## config.mk

```make
export PLATFORM = sky130hd
export DESIGN_NAME = rrs_front
export DESIGN_NICKNAME = d
export VERILOG_FILES = /design/src/rtl/rrs_pkg.sv /design/src/rtl/rrs_front.sv
export SDC_FILE = /design/constraint.sdc
export NUM_CORES = 1
export LEC_CHECK = 0
export ABC_AREA = 1
export CORE_ASPECT_RATIO = 0.7
export CORE_MARGIN = 5
export CORE_UTILIZATION = 62
export DETAILED_ROUTE_END_ITERATION = 12
export DONT_BUFFER_PORTS = 1
export PLACE_DENSITY = 0.88
export SLEW_MARGIN = 20
export SYNTH_ARGS = -nofsm -noshare
export SYNTH_HDL_FRONTEND = slang
export SYNTH_SLANG_ARGS = --single-unit
```

## constraint.sdc

```tcl
create_clock -name i_clk -period 5.6 [get_ports i_clk]
set_input_delay 0.56 -clock i_clk [delete_from_list [all_inputs] [get_ports i_clk]]
set_output_delay 0.56 -clock i_clk [all_outputs]
set_load 0.05 [all_outputs]
```

## src/rtl/rrs_pkg.sv

```systemverilog
package rrs_pkg;

    localparam int ACC_W_DEF    = 32;
    localparam int ADDEND_W_DEF = 16;

    localparam logic [1:0] ST_OK   = 2'd0;
    localparam logic [1:0] ST_OVF  = 2'd1;
    localparam logic [1:0] ST_ZDEN = 2'd2;

endpackage

```

## src/rtl/rrs_front.sv

```systemverilog
// Two-entry queue towards the arithmetic engine.
module rrs_front
    import rrs_pkg::*;
#(
    parameter int ADDEND_WIDTH = ADDEND_W_DEF
) (
    input  logic                    i_clk,
    input  logic                    i_rst_n,
    input  logic                    i_valid,
    output logic                    o_ready,
    input  logic [ADDEND_WIDTH-1:0] i_num,
    input  logic [ADDEND_WIDTH-1:0] i_den,
    input  logic                    i_last,
    output logic                    o_valid,
    input  logic                    i_ready,
    output logic [ADDEND_WIDTH-1:0] o_num,
    output logic [ADDEND_WIDTH-1:0] o_den,
    output logic                    o_last
);
    localparam int EW = 2 * ADDEND_WIDTH + 1;

    logic [EW-1:0] r_mem [2];
    logic          r_wp, r_rp;
    logic [1:0]    r_cnt;
    logic          push, pop;

    assign o_ready = (r_cnt != 2'd2);
    assign o_valid = (r_cnt != 2'd0);
    assign push    = i_valid && o_ready;
    assign pop     = o_valid && i_ready;
    assign {o_last, o_den, o_num} = r_mem[r_rp];

    always_ff @(posedge i_clk) begin
        if (push) begin
            r_mem[r_wp] <= {i_last, i_den, i_num};
        end
        if (!i_rst_n) begin
            r_wp  <= 1'b0;
            r_rp  <= 1'b0;
            r_cnt <= 2'd0;
        end else begin
            if (push) r_wp <= ~r_wp;
            if (pop)  r_rp <= ~r_rp;
            r_cnt <= r_cnt + {1'b0, push} - {1'b0, pop};
        end
    end
endmodule

```

[Word level (Yosys, flattened, before mapping)]
Memory sizes are Yosys's and may differ from the RTL's. A register that Yosys moved wholly into a read port is not among the register bits.
Index checks and enable logic that the tools add are counted.
Operators by class
  $add $sub $neg: 2
  equality and inequality tests: 1
  bitwise operators: 2
  reductions and logical operators: 3
  multiplexer cells: 4
Operator list (count)
  $mux W1: 4
  $add A2 B1 Y2: 1
  $logic_and A1 B1 Y1: 2
  $ne A2 B2 Y1 const B: 1
  $not A1 Y1: 2
  $reduce_bool A2 Y1: 1
  $sub A2 B1 Y2: 1
Word-level totals
  logic and storage cells: 16
  bits in writable memories: 66
  bits of input ports: 37
  flip-flop bits (word level): 4
  output and inout port bits: 35
  memories: 1
Memory list
  r_mem: words 2, bits a word 33, rd ports 1, clocked after memory_dff 1, wr ports 1, RTL line rrs_front.sv:22  | logic [EW-1:0] r_mem [2];

[Longest topological paths before layout]
Gate-level depths: netlist of the first run.
  depth in word-level cells: 4
  mapped depth: 11

[Worst setup path before layout of the first run]
OpenSTA, ideal clock, no wires.
  path type: register -> register
  start: reg r_cnt[0]
  end: mem r_mem[0][0] (netlist bit), enable pin
  buffers on the path: 0
  setup slack: 2.848 ns
  arrival time: 2.329 ns
  period minus slack after synthesis: 2.752 ns
  cell stages (with the launch flop): 5
  cells stage by stage: dfxtp_1 -> inv_1 -> nand2_1 -> nand2_1 -> nor2_1
On the way
  cells in the longest elaborated chain, start to end: 4
Ends and longest elaborated chain
  from (decl): RTL line rrs_front.sv:24  | logic [1:0] r_cnt;
  from (signal assigned): RTL line rrs_front.sv:44  | r_cnt <= r_cnt + {1'b0, push} - {1'b0, pop};
  $ne A2 B2 Y1: RTL line rrs_front.sv:27  | assign o_ready = (r_cnt != 2'd2);
  named net o_ready: RTL line rrs_front.sv:10  | output logic o_ready,
  $logic_and A1 B1 Y1: RTL line rrs_front.sv:29  | assign push = i_valid && o_ready;
  $mux W1: RTL line rrs_front.sv:34  | if (push) begin
  $mux W1 (not written as such): RTL line rrs_front.sv:35  | r_mem[r_wp] <= {i_last, i_den, i_num};
  to (decl): RTL line rrs_front.sv:22
The timed path passes the listed nets, and every way through them passes these cells.

==> summary.txt, run 1 <==
Status
  • Status: finished, final reports clean

STA
  • Fin crit share: 0.4404
  • Slew margin rel.: 0.3087
  • RSZ-0062 raised after global routing: false
  • Final number of max-transition violations: 0
  • Final hold violations: 0
  • Final Setup Violations: 0
  • Worst Max-Slew Pin Slew: 1.037 ns
  • Setup tns final: 0 ns
  • Fmax: 405.5 MHz
  • Period minus WS final: 2.466 ns
  • Worst-case clock skew: 0.005002 ns

Worst setup path
  • Setup slack, reg-to-reg: 3.33 ns
  • Crit path required time: 5.04 ns
  • Crit path max fanout: 33
  • R2r worst-path depth: 5
  • Reg2reg start: r_cnt[0]
  • Critical path launch point type: flip-flop
  • CP arrival: 1.91 ns
  • Critical Path Sink Type: output pin
  • CP delay by family, top: flip-flops
  • Reg2reg end: r_mem[1][6]
  • Slowest Stage Delay on Critical Path: 1.02 ns
  • Critical path's slowest cell: dfxtp_2
  • CP bufs+invs: 0
  • Crit-path cells: mux2_2
  • Critical path class: flip-flop to output pin

Logic synthesis
  • Most frequent cell after synthesis: edfxtp_1
  • Syn nets: 178
  • Synth Cell Area: 2778 um^2
  • Post-synth EDFFs: 66
  • Area share of the largest cell type after synthesis: 0.7135
  • Ys flop type: edfxtp_1
  • Sequential share of the synthesized area: 0.7495
  • Fraction of registers with async set or reset after synthesis: 0
  • Ranking of synthesized cells by area: edfxtp_1, mux2_4, dfxtp_1
  • Yosys warnings: 0
  • Netlist cell types: 12
  • Avg Synthesized Cell Area: 19.98 um^2
  • Yosys top cell by area: edfxtp_1
  • Post-Synthesis Cells: 139
  • Post-synth top cells: edfxtp_1, mux2_4, nand2_1
  • Yosys reg bits: 71

Route
  • Routed WL: 4105 um
  • Initial DRT Pass Iterations: 4
  • Initial DRC Count: 35
  • DR DRC count: 0
  • DR vias: 1169
  • Post-DR wirelength/cell: 19.93 um
  • DRT antenna net count: 0
  • Routed vias/inst: 5.675

GRT
  • GRT Overall Usage: 0.1539
  • Antenna violations before repair: 0
  • Vias in the first global route: 1301
  • Largest net degree at the start of global routing: 34
  • First-pass GRT wire length: 6658 um
  • GRT overflow: 0

Final layout
  • Layout area overhead: 7.748%
  • Final Cell Area: 2993 um^2
  • Post-route insts no fill: 206
  • Ant diodes: 0
  • # fillers: 274
  • # nets final: 186
  • Share of cells above drive strength 1: 0.3245

Die
  • Die Area: 5940 um^2
  • Starting density of the core: 0.6416
  • Die height: 66 um
  • Num ports: 72
  • Core Box Area: 4329 um^2
  • Die Width: 90 um
  • Std cell rows: 20

Pwr
  • Maximum vdd drop: 0.0003711 V
  • Design Power: 1.674 mW
  • Leak: 1.094 nW
  • Pwr dens: 559.5 nW/um^2

Placement
  • HPWL after DPL: 2943 um
  • Placed Area: 2791 um^2
  • Cells after DPL: 191
  • GPL Wtd Cong: 0.7632
  • Input/output buffers: 0

Min path
  • HP Start: i_num[3]
  • WHS Path Cells: 0
  • HP Class: input port to flip-flop
  • Hold endpoint: r_mem[1][3]

Clock network
  • Cts hold-fix bufs: 0
  • CTS Buf Count: 9
  • Root buf cell: clkbuf_8
  • Clk_lat worst skew: 0.33 ns
  • Post-CTS setup buffer count: 0
  • Clock-pin slew on the worst setup and hold paths: 0.06 ns
  • H-tree levels: 3
  • Maximum root-to-sink buffer count: 2
  • Post-CTS sizing: 0
  • CTS tree: built
  • Clock sinks: 71

Flow run
  • Max_cap viols: 0
[stage by stage]
step | hold WS (ns) | worst slack (ns) | utilization
finish | 0.3208 | 3.134 | 0.6913
detailed placement | 0.5264 | 3.319 | 0.6448
floorplan | 0.4675 | 2.848 | -
CTS | 0.2954 | 3.084 | 0.6913
global route | 0.2895 | 3.025 | 0.6913
global placement | 0.4812 | 3.481 | 0.6448
[state kept, by name, summed over array words and instances, names as in the netlist, named ones only]
signal,cells
r_mem,66
r_cnt,2
r_rp,1
r_wp,1
[per-layer routing]
layer | share of wire | track usage | up-vias
met5 | 0 | 0 | -
met4 | 0.015 | 0.07621 | 0
met3 | 0.14 | 0.1115 | 11
met2 | 0.50 | 0.2509 | 56
met1 | 0.34 | 0.1456 | 566
li1 | - | - | 536
[cell type report]
cell class,count,area [um^2],area share
flip-flops and latches,71,2083,0.6961
multi-input cells,57,605.6,0.2023
clock buffers,10,127.6,0.04264
clock inverters,5,73.82,0.02467
well taps,55,68.82,0.02299
inverters,7,26.28,0.008779
repair buffers,1,7.507,0.002508
[power breakdown]
group / leakage [nW] / internal [mW] / total (mW) / switching [mW]
Sequential: 0.658 / 0.674 / 0.734 / 0.0602
Clock: 0.104 / 0.245 / 0.407 / 0.162
Combinational: 0.333 / 0.147 / 0.533 / 0.386
Total: 1.09 / 1.07 / 1.67 / 0.608
[worst max path at each step]
stage                         endpoint  depth (start not counted)  slack [ns]       from
final                         o_num[0]                          1        3.13  flip-flop
after global routing          o_num[0]                          1        3.02  flip-flop
after floorplan            r_mem[0][0]                          4        2.85   r_cnt[0]
after detailed placement  r_mem[1][11]                          5        3.32   r_cnt[0]
after CTS                     o_num[0]                          1        3.08  flip-flop
after global placement     r_mem[1][2]                          5        3.48   r_cnt[0]
[logic make-up after synthesis]
logic type	after synthesis	synth area share
buffers and inverters	11	0.03514
flip-flops	71	0.7496
multiplexers	33	0.1743
AO/OA/AOI/OAI	2	0.003604
AND/OR/NAND/NOR	20	0.02838
adder cells (fa/ha/maj)	2	0.009008
[placed cells by master, fill, tap and decap left out]
master      n
bufinv_16   2
a21oi_1     2
clkbuf_1    1
nand3_1     3
nand2_1     9
clkinv_1    1
nor2_1      7
clkinv_2    2
ha_1        2
inv_1       7
mux2_4     30
nor2_4      1
clkbuf_8    9
mux2_2      3
buf_4       1
dfxtp_2     1
dfxtp_1     4
edfxtp_1   66
(Power assumes the default switching activity.)
==> run 2: changes to the inputs <==
- clock period: 5.6 -> 2.3 ns (I/O delays scaled with it)
==> run 2 against run 1 <==
- first-iteration DRC count shrank 26%
- worst hold slack got worse by 0.30 ns
- critical path depth is 1 higher
- sequential share of layout area shrank 6.9 points
- non-clock buffer count is 39 higher
- routed wire length rose by 12%
- global-route usage rose by 1.3 points
- core utilization increased by 7.6 points
- setup slack got worse by 2.7 ns
- critical endpoint is now o_num[8]
- largest cell class unchanged
==> summary.txt, run 2 (synthesis results as in run 1) <==
Worst setup path
  • Critical path launch point type: flip-flop
  • Setup slack, reg-to-reg: 0.75 ns
  • CP delay by family, top: flip-flops
  • Critical Path Sink Type: output pin
  • Crit path max fanout: 17
  • R2r worst-path depth: 10
  • Reg2reg end: r_cnt[1]
  • Critical path class: flip-flop to output pin
  • Crit-path cells: buf_12, mux2_4
  • Crit path required time: 2.07 ns
  • Critical path's slowest cell: dfxtp_2
  • Reg2reg start: r_cnt[0]
  • CP bufs+invs: 1
  • CP arrival: 1.66 ns
  • Slowest Stage Delay on Critical Path: 0.67 ns

GRT
  • Antenna violations before repair: 0
  • GRT Overall Usage: 0.1666
  • First-pass GRT wire length: 7334 um
  • GRT overflow: 0
  • Largest net degree at the start of global routing: 18
  • Vias in the first global route: 1421

Die
  • Starting density of the core: 0.6416
  • Std cell rows: 20
  • Die Area: 5940 um^2
  • Core Box Area: 4329 um^2
  • Die height: 66 um
  • Die Width: 90 um
  • Num ports: 72

Route
  • Initial DRC Count: 26
  • Initial DRT Pass Iterations: 4
  • Routed WL: 4578 um
  • Routed vias/inst: 5.346
  • Post-DR wirelength/cell: 18.84 um
  • DR vias: 1299
  • DRT antenna net count: 0
  • DR DRC count: 0

Placement
  • Pre-CTS setup slack: 0.7420 ns
  • HPWL after DPL: 3093 um
  • GPL Wtd Cong: 0.8068
  • Input/output buffers: 0

Clock network
  • Clock-pin slew on the worst setup and hold paths: 0.07 ns
  • Post-CTS setup buffer count: 0
  • Clk_lat worst skew: 0.32 ns
  • CTS Buf Count: 9
  • H-tree levels: 3
  • Root buf cell: clkbuf_8
  • Maximum root-to-sink buffer count: 2
  • Clock sinks: 71
  • CTS tree: built

Final layout
  • Top reg by flops: r_mem
  • Number of flip-flops in the largest register: 66
  • # fillers: 226
  • Most common cell after layout, fill and taps aside: edfxtp_1
  • Ant diodes: 0
  • # nets final: 225
  • Most frequent cells in the layout: edfxtp_1, dlygate4sd3_1, mux2_4, nand2_1, clkbuf_8
  • Biggest regs: r_mem (66), r_cnt (2)
  • Share of cells above drive strength 1: 0.2766
  • Layout area overhead: 19.64%

STA
  • Fmax: 529.6 MHz
  • Slew margin rel.: 0.6457
  • Final hold violations: 0
  • Period minus WS final: 1.888 ns
  • Final Setup Violations: 0
  • Fin worst setup slack: 0.4117 ns
  • Worst Max-Slew Pin Slew: 0.5314 ns
  • Setup tns final: 0 ns
  • Final number of max-transition violations: 0
  • Worst-case clock skew: 0.009543 ns
  • RSZ-0062 raised after global routing: false
  • Fin crit share: 0.8210

Pwr
  • Pwr dens: 1178 nW/um^2
  • Leak: 1.236 nW
  • Maximum vdd drop: 0.0006518 V

Min path
  • WHS Path Cells: 2
  • HP Start: i_rst_n
  • Hold endpoint: r_cnt[1]
  • HP Class: input port to flip-flop

Status
  • Status: finished, final reports clean

Flow run
  • Max_cap viols: 0
[run 2: changes by cell type in the layout (fill, tap and decap cells not counted)]
cell / change
buf_12: +1
buf_4: +4
bufinv_16: -2
dlygate4sd3_1: +34
[run 2: layout make-up]
type	instances	area, um^2	share of cell area
Clock inverter	3	13.76	0.004142
Clock buffer	10	127.6	0.03840
Tap cell	55	68.82	0.02071
Timing Repair Buffer	40	397.9	0.1197
Multi-Input combinational cell	57	605.6	0.1822
Sequential cell	71	2083	0.6269
Inverter	7	26.28	0.007907
[run 2: worst max path at each step]
stage	start	endpoint	slack (ns)	depth (start not counted)
4_1_cts	flip-flop	o_den[6]	0.37	2
2_1_floorplan	r_cnt[0]	r_mem[0][0]	0.07	4
6_report	flip-flop	o_num[8]	0.41	2
5_1_grt	flip-flop	o_den[9]	0.35	2
3_3_place_gp	flip-flop	o_den[14]	0.77	2
3_5_place_dp	flip-flop	o_den[6]	0.74	2
[run 2: what timing repair did]
item / CTS / global route
endpoints found under the hold margin: 67 / 0
resized for setup: 0 / 0
hold buffers: 34 / 0
setup endpoints to repair: 0 / 0
[run 2: through the flow]
step	utilization	hold WS (ns)	total power [mW]	instances	instance area, um^2
2_1_floorplan	-	0.3235	3.052	139	2780
6_report	0.7676	0.02176	3.915	243	3323
3_3_place_gp	0.6564	0.3288	3.113	196	2841
4_1_cts	0.7676	0.002696	3.953	243	3323
5_1_grt	0.7676	0.003117	4.100	243	3323
3_5_place_dp	0.6564	0.3290	3.167	196	2841
[run 2: metal layers]
| layer | vias up | part of all wire | global-route usage |
|---|---|---|---|
| met5 | - | 0 | 0 |
| met3 | 6 | 0.11 | 0.09101 |
| met4 | 0 | 0.010 | 0.06134 |
| met2 | 60 | 0.52 | 0.2938 |
| met1 | 620 | 0.36 | 0.1678 |
| li1 | 613 | - | - |
[run 2: power breakdown]
part	switching (mW)	internal, mW
Sequential	0.108	1.64
Clock	0.370	0.365
Combinational	1.00	0.432
==> run 3: changes to the inputs <==
- CORE_UTILIZATION: 62 -> 56
- PLACE_DENSITY: 0.88 -> 0.84
- clock period: 2.3 -> 1.72 ns (I/O delays scaled with it)
==> run 3 against run 2 <==
- power is 43% higher
- highest routed layer unchanged
- cell count is 8.2% higher
- count of clock-buffer cells in the layout stayed put
- clock skew is 0.0053 ns lower
- die area is 9.3% higher
==> summary.txt, run 3 (synthesis results as in run 1) <==
Status
  • Status: finished, final reports clean

Final layout
  • Final Cell Area: 3442 um^2
  • Layout area overhead: 23.92%
  • Most frequent cells in the layout: edfxtp_1, dlygate4sd3_1, mux2_4, clkbuf_8, nand2_1
  • Biggest regs: r_mem (66), r_cnt (2)
  • Most common cell after layout, fill and taps aside: edfxtp_1
  • Share of cells above drive strength 1: 0.3144
  • Final core utilization: 0.7198
  • # nets final: 228
  • Top reg by flops: r_mem
  • Ant diodes: 0
  • Number of flip-flops in the largest register: 66

Pwr
  • Pwr dens: 1627 nW/um^2
  • Maximum vdd drop: 0.001050 V
  • Leak: 1.272 nW

STA
  • Fin crit share: 0.9407
  • Period minus WS final: 1.618 ns
  • Setup tns final: 0 ns
  • RSZ-0062 raised after global routing: false
  • Worst Max-Slew Pin Slew: 0.2782 ns
  • Fmax: 618.1 MHz
  • Final hold violations: 0
  • Worst-case clock skew: 0.004247 ns
  • Final Setup Violations: 0
  • Final number of max-transition violations: 0
  • Slew margin rel.: 0.8153

Worst setup path
  • CP bufs+invs: 1
  • CP delay by family, top: flip-flops
  • Crit path max fanout: 4
  • Crit path required time: 1.94 ns
  • Critical path's slowest cell: dfxtp_1
  • CP most frequent cell: nor2_1
  • CP arrival: 1.84 ns
  • Cell count along the critical path: 8
  • Critical path class: flip-flop to flip-flop
  • Critical path launch point type: flip-flop
  • R2r worst-path depth: 8
  • Critical Path Sink Type: flip-flop
  • Crit-path cells: nor2_1, nor2_1, ha_1, inv_1, ha_1, nand2_1, a21oi_1, nor2_1
  • Slowest Stage Delay on Critical Path: 0.44 ns

Route
  • DR vias: 1332
  • Initial DRC Count: 49
  • DRT antenna net count: 0
  • Routed vias/inst: 5.065
  • Initial DRT Pass Iterations: 4
  • Post-DR wirelength/cell: 18.79 um
  • Routed WL: 4941 um
  • DR DRC count: 0

Placement
  • Placed Area: 2898 um^2
  • GPL Wtd Cong: 0.6113
  • Input/output buffers: 0
  • HPWL after DPL: 3274 um

Min path
  • WHS Path Cells: 3
  • HP Class: input port to flip-flop

GRT
  • GRT overflow: 0
  • First-pass GRT wire length: 7521 um
  • Largest net degree at the start of global routing: 20
  • Antenna violations before repair: 0
  • Vias in the first global route: 1459
  • GRT Overall Usage: 0.1633

Flow run
  • Max_cap viols: 0

Die
  • Num ports: 72
  • Std cell rows: 21
  • Core Box Area: 4782 um^2
  • Starting density of the core: 0.5808
  • Die Area: 6491 um^2
  • Die Width: 94.18 um
  • Die height: 68.93 um

Clock network
  • Clk_lat worst skew: 0.33 ns
  • Clock sinks: 71
  • H-tree levels: 3
  • Post-CTS setup buffer count: 0
  • Clock-pin slew on the worst setup and hold paths: 0.07 ns
  • CTS Buf Count: 9
  • Maximum root-to-sink buffer count: 2
  • CTS tree: built
  • Root buf cell: clkbuf_8
## run 3: cell type report
type / instances / area, um^2
fill: 309 / 1340
inverter: 7 / 30.03
multi-input combinational: 57 / 613.1
sequential: 71 / 2085
clock inverter: 6 / 61.31
clock buffer: 10 / 127.6
timing repair buffer: 43 / 439.2
tap: 69 / 86.33
## run 3: metrics by stage
step / hold slack [ns] / setup WS, ns / std cells / power, mW
finish: 0.1080 / 0.1020 / 263 / 5.602
global placement: 0.2683 / 0.2296 / 212 / 4.244
floorplan: 0.2655 / 0.08635 / 139 / 4.105
global route: 0.09138 / 0.03448 / 263 / 5.825
detailed placement: 0.2710 / 0.1405 / 212 / 4.329
CTS: 0.08224 / 0.01836 / 263 / 5.637
## run 3: tightest hold or removal path: cells and delay by family
kind | cells | cell delay [ns]
AND/OR/NAND/NOR | 3 | 0.23
## run 3: repair_timing
action,in CTS,in global routing
resized for setup,0,2
endpoints found under the hold margin,71,0
endpoints found under the setup margin,0,4
hold buffers,35,0
## run 3: metal layers
metal	up-vias	GRT usage	wire [um]
met4	0	0.06486	82
met2	49	0.2986	2708
met5	-	0	0
met1	654	0.1716	1801
met3	10	0.06508	349
li1	619	-	-
## run 3: final timing paths
kind	from	end	slack, ns
max	r_cnt[1]	r_cnt[1]	0.10
min	i_ready	flip-flop	0.11
max reg2reg	r_cnt[1]	r_cnt[1]	0.10
min reg2reg	r_rp	flip-flop	0.58
## run 3: power breakdown
| part | internal [mW] | leakage [nW] | switching, mW |
|---|---|---|---|
| Clock | 0.664 | 0.0960 | 0.562 |
| Sequential | 2.19 | 0.658 | 0.102 |
| Combinational | 0.639 | 0.518 | 1.44 |
| Total | 3.50 | 1.27 | 2.11 |
